[config.mk]
export PLATFORM = sky130hd
export DESIGN_NAME = rlab_fix
export DESIGN_NICKNAME = d
export VERILOG_FILES = /design/src/hdl/rgb_to_lalphabeta_color_core_assert.svh /design/src/hdl/rlab_pkg.sv /design/src/hdl/rlab_fix.sv
export SDC_FILE = /design/constraint.sdc
export NUM_CORES = 1
export LEC_CHECK = 0
export ABC_AREA = 1
export BUFFER_PORTS_ARGS = -buffer_cell sky130_fd_sc_hd__buf_2
export CAP_MARGIN = 30
export CORE_MARGIN = 4
export CORE_UTILIZATION = 67
export CTS_CLUSTER_DIAMETER = 50
export DETAILED_ROUTE_END_ITERATION = 12
export PLACE_DENSITY_LB_ADDON = 0.2
export SETUP_SLACK_MARGIN = 0.3
export SLEW_MARGIN = 10
export SYNTH_ARGS = -nofsm -noshare
export SYNTH_HDL_FRONTEND = slang
export SYNTH_SLANG_ARGS = --single-unit
[constraint.sdc]
create_clock -name i_clk -period 7.35 [get_ports i_clk]
set_input_delay 0.3675 -clock i_clk [delete_from_list [all_inputs] [get_ports i_clk]]
set_output_delay 0.3675 -clock i_clk [all_outputs]
set_load 0.02 [all_outputs]
[src/hdl/rgb_to_lalphabeta_color_core_assert.svh]
// ----------------------------------------------------------------------------
// rgb_to_lalphabeta_color_core assertion macros
// shared concurrent assertion forms, clocked on i_clk
// ----------------------------------------------------------------------------
`ifndef RGB_TO_LALPHABETA_COLOR_CORE_ASSERT_SVH
`define RGB_TO_LALPHABETA_COLOR_CORE_ASSERT_SVH

// same-cycle implication, masked while reset is asserted
`define RLAB_ASSERT_NOW(lbl, ante, cons) \
    lbl: assert property (@(posedge i_clk) disable iff (!i_rst_n) (ante) |-> (cons)) \
        else $error("rlab assertion failed");

// next-cycle implication, masked while reset is asserted
`define RLAB_ASSERT_NEXT(lbl, ante, cons) \
    lbl: assert property (@(posedge i_clk) disable iff (!i_rst_n) (ante) |=> (cons)) \
        else $error("rlab assertion failed");

// next-cycle implication that is checked through reset as well
`define RLAB_ASSERT_NEXT_ALWAYS(lbl, ante, cons) \
    lbl: assert property (@(posedge i_clk) (ante) |=> (cons)) \
        else $error("rlab assertion failed");

`endif

[src/hdl/rlab_pkg.sv]
// ----------------------------------------------------------------------------
// rlab_pkg
// shared types and constants of the l-alpha-beta colour converter
// ----------------------------------------------------------------------------
`default_nettype none

package rlab_pkg;

    // cone response, integer scaled by 10000
    localparam int RESP_W  = 22;
    // log10 result, signed, 24 fraction bits
    localparam int LOGQ_W  = 30;
    // transform products
    localparam int PROD_W  = 52;
    localparam int FIELD_W = 16;

    typedef logic [RESP_W-1:0]         t_resp;
    typedef logic signed [LOGQ_W-1:0]  t_logq;
    typedef logic signed [PROD_W-1:0]  t_prod;
    typedef logic signed [FIELD_W-1:0] t_field;

endpackage

`default_nettype wire

[src/hdl/rlab_fix.sv]
// ----------------------------------------------------------------------------
// rlab_fix
// rounds a transform product to the output grid and saturates to 16 bits
// ----------------------------------------------------------------------------
`default_nettype none

module rlab_fix #(
    parameter int FRAC_BITS = 12
) (
    input  wire logic           i_clk,
    input  wire logic           i_en,
    input  wire rlab_pkg::t_prod i_p,
    output rlab_pkg::t_field    o_v
);
    import rlab_pkg::*;

    // divisor is 10^6 * 2^(24-FRAC_BITS) = 15625 * 2^(30-FRAC_BITS)
    localparam int    SH    = 30 - FRAC_BITS;
    localparam t_prod HALF  = 52'sd500000 <<< (24 - FRAC_BITS);
    localparam t_prod LIM   = 52'sd512000000;
    localparam logic [29:0] LIM_U = 30'd512000000;
    localparam logic [30:0] RECIP = 31'd1125899906;
    localparam logic [13:0] DIV   = 14'd15625;

    t_prod       n_q;
    logic [29:0] r_u1, r_u2;
    logic [1:0]  r_sat1, r_sat2;
    logic [16:0] r_qh;
    logic [60:0] n_prod;
    logic [30:0] n_rem;
    logic [16:0] n_quo;
    t_field      r_v;

    assign n_q = (i_p + HALF) >>> SH;

    // sat[1]: above range, sat[0]: below range
    always_ff @(posedge i_clk) begin
        if (i_en) begin
            r_sat1 <= {n_q >= LIM, n_q < -LIM};
            r_u1   <= n_q[29:0] + LIM_U;
        end
    end

    // quotient estimate, at most one short
    assign n_prod = 61'(r_u1) * 61'(RECIP);

    always_ff @(posedge i_clk) begin
        if (i_en) begin
            r_qh   <= n_prod[60:44];
            r_u2   <= r_u1;
            r_sat2 <= r_sat1;
        end
    end

    always_comb begin
        n_rem = 31'(r_u2) - (31'(r_qh) * 31'(DIV));
        n_quo = r_qh + 17'(n_rem >= 31'(DIV));
    end

    always_ff @(posedge i_clk) begin
        if (i_en) begin
            if (r_sat2[1]) begin
                r_v <= 16'sh7fff;
            end else if (r_sat2[0]) begin
                r_v <= 16'sh8000;
            end else begin
                r_v <= {~n_quo[15], n_quo[14:0]};
            end
        end
    end

    assign o_v = r_v;

endmodule

`default_nettype wire

==> run summary, run 1 <==
Area growth syn-to-layout -> 7.97%
Ant. Diodes -> 0
DRC -> 0
Clk_lat worst skew -> 0.37 ns
Clock Pin Slew Worst Setup and Hold Paths -> 0.07 ns
Hold Vio Cnt, Final -> 0
Worst endpoint required time -> 7.46 ns
Syn Area/Cell -> 8.67 sq um
Rows -> 73
Grt total ovfl -> 0
WL per Instance -> 18.8 um
Clk buf depth -> 2
Most frequent cells in the layout -> inv_1, ha_1, fa_1, nand2_1, nor2_1
Layout Nets -> 4235
Router iterations before antenna repair -> 5
Clock root buffer master -> clkbuf_16
EDFF count, synth -> 97
Yosys warns -> 0
Placer congestion estimate -> 1.03
Max incr delay on CP -> 0.61 ns
Global-route wire length before repair -> 116000 um
Gr usage total -> 33.7%
Placed cell areas -> 28200 sq um
Mapped Cells -> 3102
Clock net sink count -> 97
Antenna violations before repair -> 4
CP Data Arrival Time -> 6.97 ns
Setup Crit Path Kind -> flop to flop
CP startpoint kind -> flop
Most common cell after layout, fill and taps aside -> inv_1
Final number of setup-violating endpoints -> 0
Slowest CP cell -> edfxtp_1
Cell area after synthesis -> 26900 sq um
Post-Place Worst Slack -> -0.0444 ns
Post-synth top flop -> edfxtp_1
Via density -> 5.54
PnR worst setup slack -> 0.488 ns
Status -> finished clean
Crit-path max FO -> 7
Worst-path cell chain -> ha_1 > inv_1 > fa_1 > inv_1 > fa_1 > fa_1 > inv_1 > fa_1 > fa_1 > inv_1 > fa_1 > ha_1 > ha_1 > nand2_1 > nand2_1 > a31oi_1 > o21ai_0 > a21oi_1 > nand3_1 > a21oi_2 > xnor2_1
Vias in the first global route -> 22200
Crit-path most repeated cell -> fa_1
Initial drt markers -> 1615
Layout cells sized above 1 -> 8.80%
Remaining antenna violation count -> 0
Core area -> 39700 sq um
Crit end category -> flop
Drt total wl -> 71000 um
Fin crit share -> 93.4%
Distinct cell type count after synthesis -> 46
Largest net degree at the start of global routing -> 72
Core Util, Final -> 73.1%
Design area -> 29000 sq um
IO buf count -> 52
Num ports -> 70
DR vias -> 20900
Initial core utilization -> 67.7%
Die Span Y -> 208 um
DP HPWL -> 62500 um
Share of the yosys chip area belonging to registers -> 10.8%
Min Tclk post-route -> 6.86 ns
Slew margin rel. -> 37.0%
Total die area -> 43400 sq um
Max Slew Vio Count -> 0
Syn nets -> 4091
FMAX -> 146 MHz
Yosys reg bits -> 97
Hold Crit Class -> input port to flop
Clock Skew -> 0.0164 ns
CTS tree -> built
Max Cap Violations -> 0
CTS Hold Bufs -> 0
RSZ-0062 raised after global routing -> true
H-tree depth -> 3
Die X -> 208 um
Post-synth ARST share -> 0%
CTS buffer count -> 9
Worst-Margin Slew -> 0.945 ns
==> worst paths after layout <==
path             start        end  slack (ns)  cells past startpoint
min            i_p[30]   r_u1[12]        0.35                      3
min reg2reg  r_sat1[1]  r_sat2[1]        0.42                      0
max reg2reg   r_u1[20]   r_qh[16]        0.49                     21
max           r_u1[20]   r_qh[16]        0.49                     21
==> registers in the layout, summed over array words and instances (netlist names) <==
register and cells:
r_qh 17, o_v 16, r_sat1 2, r_u1 30, r_sat2 2, r_u2 30
==> cells by family after synthesis <==
logic type | share of synthesized area [%]
AND/OR/NAND/NOR | 14.4
adder cells (fa/ha/maj) | 55.6
AO/OA/AOI/OAI | 5.14
flip-flops | 10.8
XOR/XNOR | 1.49
buffers and inverters | 12.5
==> cell type report <==
| class | instances | area (sq um) |
|---|---|---|
| timing repair buffer | 137 | 951 |
| clock inverter | 7 | 82.6 |
| multi-input combinational | 2116 | 20900 |
| inverter | 885 | 3320 |
| clock buffer | 9 | 225 |
| tap | 525 | 657 |
| sequential | 97 | 2910 |
| fill | 3045 | 10700 |
==> worst max-delay path, delay by kind of cell, from the launching register on <==
kind            cells  cell delay [ns]
flops               1             0.61
buf+inv             4             0.25
simple gates        3             0.34
compound gates      4             0.95
fa+ha+maj           9             4.34
xor+xnor            1             0.10
==> synthesized netlist by cell type (2+ instances only) <==
cell type	number	area, sq um
a211oi_1	3	22.5
a21boi_0	3	22.5
a21o_1	16	120
a21oi_1	110	551
a31oi_1	17	106
and2_1	3	18.8
and3_1	2	12.5
clkinv_1	2	7.51
edfxtp_1	97	2910
fa_1	435	8710
ha_1	500	6260
inv_1	866	3250
inv_2	17	63.8
nand2_1	443	1660
nand2_2	19	119
nand2_4	5	56.3
nand3_1	111	556
nand3_2	8	80.1
nand3b_1	11	82.6
nand4_1	28	175
nor2_1	200	751
nor2_2	10	62.6
nor2_4	5	56.3
nor3_1	30	150
nor4_1	4	25.0
o211ai_1	5	37.5
o21a_1	3	22.5
o21ai_0	78	390
o21ai_1	3	15.0
o21bai_1	6	45.0
o31ai_1	3	22.5
or2_2	3	18.8
xnor2_1	9	78.8
xor2_1	35	307
==> layer usage <==
metal / routed length [um] / GRT usage (%)
met2: 33100 / 54.8
met1: 29200 / 46.3
met4: 2840 / 10.8
met3: 5810 / 6.41
met5: 38 / 0
==> per-stage QoR <==
step / std cells / hold slack (ns) / setup TNS (ns)
after detailed placement: 3729 / 0.407 / -0.0662
after global routing: 3776 / 0.346 / 0
final: 3776 / 0.347 / 0
after floorplan: 3102 / 0.400 / 0
after global placement: 3729 / 0.403 / 0
after CTS: 3747 / 0.336 / 0
==> timing repair <==
action | in CTS | in global routing
setup endpoints to repair | 6 | 20
buffers inserted | 2 | 29
gates resized for setup | 13 | 69
pin swaps | 6 | 27
Power of run 1 is left out: the tool's default activity adds up to more than one toggle a clock period on the data nets, which glitch-free logic cannot reach.
==> run 2: changes to the inputs <==
--- a/config.mk
+++ b/config.mk
@@ -5,11 +5,11 @@
 export SDC_FILE = /design/constraint.sdc
 export NUM_CORES = 1
 export LEC_CHECK = 0
-export ABC_AREA = 1
+export ABC_AREA = 0
 export BUFFER_PORTS_ARGS = -buffer_cell sky130_fd_sc_hd__buf_2
 export CAP_MARGIN = 30
 export CORE_MARGIN = 4
-export CORE_UTILIZATION = 67
+export CORE_UTILIZATION = 66
 export CTS_CLUSTER_DIAMETER = 50
 export DETAILED_ROUTE_END_ITERATION = 12
 export PLACE_DENSITY_LB_ADDON = 0.2
==> run 2 against run 1 <==
Net effect:
- critical path depth grew 4
- worst hold slack lost 0.040 ns
- non-clock buffer count grew 108
- cell count shrank 18%
- wire length shrank 14%
- register-to-register slack lost 0.32 ns
- fmax shrank 4.4%
- critical path type unchanged
==> run summary, run 2 <==
Yosys warns -> 0 (unchanged)
Max incr delay on CP -> 0.51 ns (-0.10 ns)
Die Span Y -> 202 um (-3.2%)
Stages on the worst setup path -> 25 (+19%)
Num ports -> 70 (unchanged)
CP endpoint -> r_qh[13]
Worst-Margin Slew -> 0.715 ns (-0.230 ns)
Crit-path max FO -> 6 (-1)
Buf+Inv Stages, Crit Path -> 6 (+2)
CP Data Arrival Time -> 7.32 ns (+0.35 ns)
Largest registers -> r_u1: 30 flops, r_u2: 30 flops, r_qh: 17 flops
Post-Place Worst Slack -> 0.00186 ns (+0.0463 ns)
Fin crit share -> 97.7% (+4.3 points)
Most common cell in the synthesized netlist -> inv_1
Initial drt markers -> 1029 (-36%)
Clock root buffer master -> clkbuf_16
Drt total wl -> 61300 um (-14%)
RSZ-0062 raised after global routing -> true
Hold Vio Cnt, Final -> 0 (unchanged)
Cell area after synthesis -> 24800 sq um (-7.9%)
Clk buf depth -> 2 (unchanged)
Syn Area/Cell -> 10.3 sq um (+19%)
IO buf count -> 52 (unchanged)
Slowest CP cell -> fa_1
Most area-hungry cell type in the Yosys netlist -> fa_1
H-tree depth -> 3 (unchanged)
FF-to-FF setup slack -> 0.17 ns (-0.32 ns)
Worst endpoint required time -> 7.49 ns (+0.03 ns)
Area growth syn-to-layout -> 14.1%
Synth area leaders -> fa_1, ha_1, edfxtp_1
Mapped Cells -> 2403 (-23%)
FMAX -> 139 MHz (-4.4%)
Crit end category -> flop
Total die area -> 40700 sq um (-6.2%)
Clock Skew -> 0.0181 ns (+0.00173 ns)
Reg2reg end -> r_qh[13]
DR vias -> 17900 (-14%)
Synth top cells by count -> inv_1, ha_1, fa_1, edfxtp_1, nand2_1
Placed cell areas -> 26500 sq um (-6.0%)
Crit path max-delay family -> adder cells
CP startpoint kind -> flop
Min Tclk post-route -> 7.18 ns (+0.318 ns)
Most frequent cells in the layout -> inv_1, ha_1, fa_1, buf_4, edfxtp_1
Placer congestion estimate -> 0.944 (-8.2%)
Status -> finished clean
EDFF count, synth -> 97 (unchanged)
DP HPWL -> 49700 um (-21%)
Antenna violations before repair -> 1 (-3)
PnR worst setup slack -> 0.170 ns (-0.318 ns)
Grt total ovfl -> 0 (unchanged)
Crit-path most repeated cell -> fa_1
Slew margin rel. -> 52.3% (+15 points)
Die X -> 202 um (-3.2%)
Clock net sink count -> 97 (unchanged)
CTS buffer count -> 9 (unchanged)
Clk_lat worst skew -> 0.39 ns (+0.02 ns)
Syn nets -> 3392 (-17%)
Via density -> 5.75 (+3.8%)
WL per Instance -> 19.7 um (+4.7%)
Remaining antenna violation count -> 0 (unchanged)
DRC -> 0 (unchanged)
Most common cell after layout, fill and taps aside -> inv_1
Synth top area share -> 35.1% (+2.8 points)
Vias in the first global route -> 19100 (-14%)
Layout cells sized above 1 -> 16.4% (+7.6 points)
Design area -> 28300 sq um (-2.7%)
Gr usage total -> 29.6% (-4.1 points)
CTS tree -> built
Clock Pin Slew Worst Setup and Hold Paths -> 0.08 ns (about the same)
Hold Crit Class -> input port to flop
Share of the yosys chip area belonging to registers -> 11.8% (+0.93 points)
Distinct cell type count after synthesis -> 77 (+67%)
Final number of setup-violating endpoints -> 0 (unchanged)
Core area -> 36800 sq um (-7.4%)
FF-to-FF Start -> r_u1[26]
Worst-case reg-to-reg path depth -> 25 (+19%)
Setup TNS -> 0 ns (unchanged)
Max Cap Violations -> 0 (unchanged)
Global-route wire length before repair -> 95700 um (-17%)
Largest net degree at the start of global routing -> 53 (-26%)
Router iterations before antenna repair -> 5 (unchanged)
Setup Crit Path Kind -> flop to flop
Post-synth ARST share -> 0% (unchanged)
Max Slew Vio Count -> 0 (unchanged)
Layout Nets -> 3629 (-14%)
Initial core utilization -> 67.4% (-0.33 points)
Yosys reg bits -> 97 (unchanged)
Post-synth top flop -> edfxtp_1
Critical path startpoint -> r_u1[26]
Rows -> 70 (-4.1%)
==> run 2: cell count changes in the layout (fill, tap and decap cells not counted), moves of 27 or more <==
cell     before  now
buf_4        82  176
nand2_2      29    2
xnor2_1       9   52
o21ai_0      70   43
a21o_1       16   50
inv_1       857  671
nand2_1     431   74
ha_4          5   43
nor2_1      191   54
a21oi_1      99   61
nand3_1     110   22
ha_1        491  451
==> run 2: worst min-delay path by stage <==
| stage | start | to | slack [ns] | cells past startpoint |
|---|---|---|---|---|
| global placement | r_sat1[0] | r_sat2[0] | 0.40 | 0 |
| detailed placement | r_sat1[0] | r_sat2[0] | 0.41 | 0 |
| finish | i_p[18] | r_u1[0] | 0.31 | 2 |
| global route | i_p[32] | r_u1[14] | 0.32 | 2 |
| CTS | i_p[18] | r_u1[0] | 0.30 | 2 |
| floorplan | r_sat1[0] | r_sat2[0] | 0.40 | 0 |
==> run 2: stage by stage <==
stage / hold slack, ns / utilization (%) / std cells
6_report: 0.307 / 76.8 / 3114
5_1_grt: 0.325 / 76.8 / 3113
4_1_cts: 0.304 / 74.3 / 3074
3_5_place_dp: 0.408 / 72.1 / 3028
3_3_place_gp: 0.402 / 72.1 / 3028
2_1_floorplan: 0.400 / - / 2403
==> run 2: what timing repair did <==
action                                 in CTS  in global routing
buffers inserted                           30                 39
pin swaps                                  53                104
gates resized for setup                    51                121
setup endpoints to repair                  21                 26
hold buffers                                0                  0
endpoints found under the hold margin       0                  0
==> run 2: layout make-up <==
class / instances / area, sq um
timing repair buffer: 245 / 1800
sequential: 97 / 2910
clock inverter: 7 / 81.3
tap: 468 / 586
clock buffer: 9 / 225
multi-input combinational: 1593 / 20000
fill: 2316 / 8520
antenna: 1 / 2.50
inverter: 694 / 2610
==> run 2: layer usage <==
layer  track usage [%]  vias to the layer above  routed length [um]
li1                  -                     8152                   -
met5                 0                        -                   0
met1              38.7                     8971               24400
met2              52.2                      599               30800
met3              3.17                      199                3300
met4              9.64                        0                2850
==> run 2: logic make-up after synthesis <==
family,Yosys count,share of synthesized area (%)
AND/OR/NAND/NOR,275,5.60
AO/OA/AOI/OAI,285,7.88
multiplexers,7,0.283
flip-flops,97,11.8
XOR/XNOR,91,3.25
adder cells (fa/ha/maj),935,60.4
buffers and inverters,713,10.8
==> run 2: worst reg2reg max path: stages, from the launching register on <==
cell,delay (ns)
edfxtp_1,0.46
buf_4,0.17
buf_4,0.17
ha_4,0.29
inv_2,0.05
fa_1,0.45
fa_1,0.50
inv_1,0.06
fa_1,0.50
inv_1,0.06
fa_1,0.50
fa_1,0.51
inv_1,0.05
fa_1,0.45
ha_1,0.30
ha_1,0.33
nand3_2,0.11
or3_4,0.42
a2111oi_4,0.33
nand2_1,0.15
o211ai_4,0.30
o21a_1,0.22
nor2_2,0.06
o31ai_2,0.24
a21oi_1,0.12
xnor2_1,0.13
Power of run 2 is left out for the same reason.
==> run 3: changes to the inputs <==
--- a/config.mk
+++ b/config.mk
@@ -8,6 +8,7 @@
 export ABC_AREA = 0
 export BUFFER_PORTS_ARGS = -buffer_cell sky130_fd_sc_hd__buf_2
 export CAP_MARGIN = 30
+export CORE_ASPECT_RATIO = 0.8
 export CORE_MARGIN = 4
 export CORE_UTILIZATION = 66
 export CTS_CLUSTER_DIAMETER = 50
==> run 3 against run 2 <==
Net effect:
- first-iteration DRC count is 15% higher
- non-clock buffer count up 82
- cell count rose by 3.2%
- via count grew 1.1%
- critical path depth down 3
- register-to-register slack got worse by 0.03 ns
- wire length increased by 5.5%
- clock-buffer cell count unchanged
- fmax decreased by 0.39%
- final area is 4.3% higher
- sequential cell count did not move
==> run summary, run 3 (synthesized netlist as in run 2, its figures left out) <==
Filler Cell Count -> 2274 (-1.8%)
Most frequent cells in the layout -> inv_1, ha_1, fa_1, buf_4, edfxtp_1
Crit end category -> flop
Setup Crit Path Kind -> flop to flop
Total die area -> 40700 sq um (about the same)
GR Util met2 -> 50.7% (-1.5 points)
Core Util, Final -> 79.6% (+2.8 points)
Final number of setup-violating endpoints -> 0 (unchanged)
Busiest grt layer -> met2
Slew margin rel. -> 37.8% (-15 points)
Die X -> 225 um (+11%)
Met3 Usage GRT -> 5.98% (+2.8 points)
CP Data Arrival Time -> 7.32 ns (about the same)
Buf+Inv Stages, Crit Path -> 3 (-3)
Clock root buffer master -> clkbuf_16
Status -> finished clean
Met1 Usage GRT -> 45.4% (+6.6 points)
Clk_lat worst skew -> 0.36 ns (-0.03 ns)
FMAX -> 139 MHz (-0.39%)
CTS Hold Bufs -> 0 (unchanged)
Core area -> 37000 sq um (+0.71%)
Gr usage total -> 31.7% (+2.1 points)
WL per Instance -> 20.1 um (+2.2%)
Largest registers -> r_u1: 30 flops, r_u2: 30 flops, r_qh: 17 flops
Hold Crit Class -> input port to flop
Drt total wl -> 64700 um (+5.5%)
IO buf count -> 52 (unchanged)
Area growth syn-to-layout -> 19.0%
Vias in the first global route -> 19400 (+1.3%)
Initial core utilization -> 66.9% (-0.48 points)
Layout cells sized above 1 -> 21.0% (+4.6 points)
Slowest CP cell -> fa_1
Clock net sink count -> 97 (unchanged)
Via density -> 5.64 (-2.1%)
Fin crit share -> 98.1% (+0.38 points)
Max incr delay on CP -> 0.57 ns (+0.06 ns)
Design area -> 29500 sq um (+4.3%)
CTS buffer count -> 9 (unchanged)
Global-route wire length before repair -> 101000 um (+5.3%)
Min Tclk post-route -> 7.21 ns (+0.0279 ns)
DRC -> 0 (unchanged)
Layout Nets -> 3711 (+2.3%)
Clk buf depth -> 2 (unchanged)
Initial drt markers -> 1187 (+15%)
Antenna violations before repair -> 2 (+1)
Placed cell count -> 3103 (+2.5%)
Crit-path max FO -> 6 (unchanged)
Crit-path most repeated cell -> fa_1
RSZ-0062 raised after global routing -> true
Post-Layout Cell Count -> 3215 (+3.2%)
Clock Pin Slew Worst Setup and Hold Paths -> 0.08 ns (about the same)
Max Slew Vio Count -> 0 (unchanged)
Placer congestion estimate -> 0.966 (+2.3%)
CP startpoint kind -> flop
Worst endpoint required time -> 7.46 ns (-0.03 ns)
Grt total ovfl -> 0 (unchanged)
Most common cell after layout, fill and taps aside -> inv_1
Worst-path cell chain -> buf_6 > fa_1 > fa_1 > fa_1 > fa_2 > fa_1 > fa_1 > fa_1 > ha_1 > ha_4 > nand2_1 > nand4_1 > a31o_2 > o41ai_4 > buf_4 > o211ai_4 > o41ai_4 > o31ai_2 > buf_4 > a21o_1 > a21oi_2 > xnor2_1
Clock Skew -> 0.0119 ns (-0.00619 ns)
Crit path max-delay family -> adder cells
Num ports -> 70 (unchanged)
Largest net degree at the start of global routing -> 45 (-15%)
Router iterations before antenna repair -> 5 (unchanged)
Die Span Y -> 181 um (-10%)
Worst-Margin Slew -> 0.927 ns (+0.212 ns)
DP HPWL -> 53000 um (+6.7%)
DR vias -> 18100 (+1.1%)
CTS tree -> built
Remaining antenna violation count -> 0 (unchanged)
Rows -> 63 (-10%)
Hold Vio Cnt, Final -> 0 (unchanged)
Max Cap Violations -> 0 (unchanged)
H-tree depth -> 3 (unchanged)
Placed cell areas -> 27000 sq um (+1.9%)
==> run 3: path summary, 6_finish.rpt <==
| check | slack, ns | from | end | cells after the start |
|---|---|---|---|---|
| hold reg to reg | 0.42 | r_sat1[1] | r_sat2[1] | 0 |
| setup reg to reg | 0.14 | r_u1[10] | r_qh[16] | 22 |
| setup / recovery | 0.14 | r_u1[10] | r_qh[16] | 22 |
| hold / removal | 0.34 | i_p[32] | r_u1[14] | 2 |
==> run 3: per-layer routing <==
metal	vias to the layer above	part of all wire, %
met5	-	0
met4	0	3.4
met3	120	6.7
met2	565	47
met1	9131	43
li1	8305	-
==> run 3: what timing repair did <==
| action | 4_1_cts | 5_1_grt |
|---|---|---|
| pin swaps | 116 | 170 |
| endpoints found under the setup margin | 25 | 29 |
| resized for setup | 116 | 161 |
| gates cloned | 0 | 0 |
| setup buffers | 52 | 43 |
==> run 3: through the flow <==
stage / setup TNS [ns] / setup slack, ns / hold slack [ns]
after CTS: 0 / 0.147 / 0.334
after global routing: -0.0481 / -0.0318 / 0.348
after global placement: -0.149 / -0.102 / 0.401
final: 0 / 0.142 / 0.342
after floorplan: 0 / 0.311 / 0.400
after detailed placement: -0.934 / -0.262 / 0.407
==> run 3: layout make-up <==
| type | count | area (sq um) | share of cell area [%] |
|---|---|---|---|
| antenna | 2 | 5.00 | 0.0170 |
| clock buffer | 9 | 225 | 0.764 |
| clock inverter | 6 | 88.8 | 0.301 |
| inverter | 694 | 2610 | 8.85 |
| multi-input combinational | 1593 | 20400 | 69.2 |
| sequential | 97 | 2910 | 9.88 |
| tap | 487 | 609 | 2.07 |
| timing repair buffer | 327 | 2620 | 8.88 |
==> run 3: worst register-to-register path, stage by stage, from the launching register on <==
cell and delay, ns:
edfxtp_1 0.56, buf_6 0.23, fa_1 0.55, fa_1 0.46, fa_1 0.53, fa_2 0.40, fa_1 0.57, fa_1 0.44
fa_1 0.49, ha_1 0.35, ha_4 0.26, nand2_1 0.08, nand4_1 0.18, a31o_2 0.28, o41ai_4 0.05, buf_4 0.20
o211ai_4 0.13, o41ai_4 0.50, o31ai_2 0.10, buf_4 0.15, a21o_1 0.21, a21oi_2 0.16, xnor2_1 0.07
Power of run 3 is left out for the same reason.
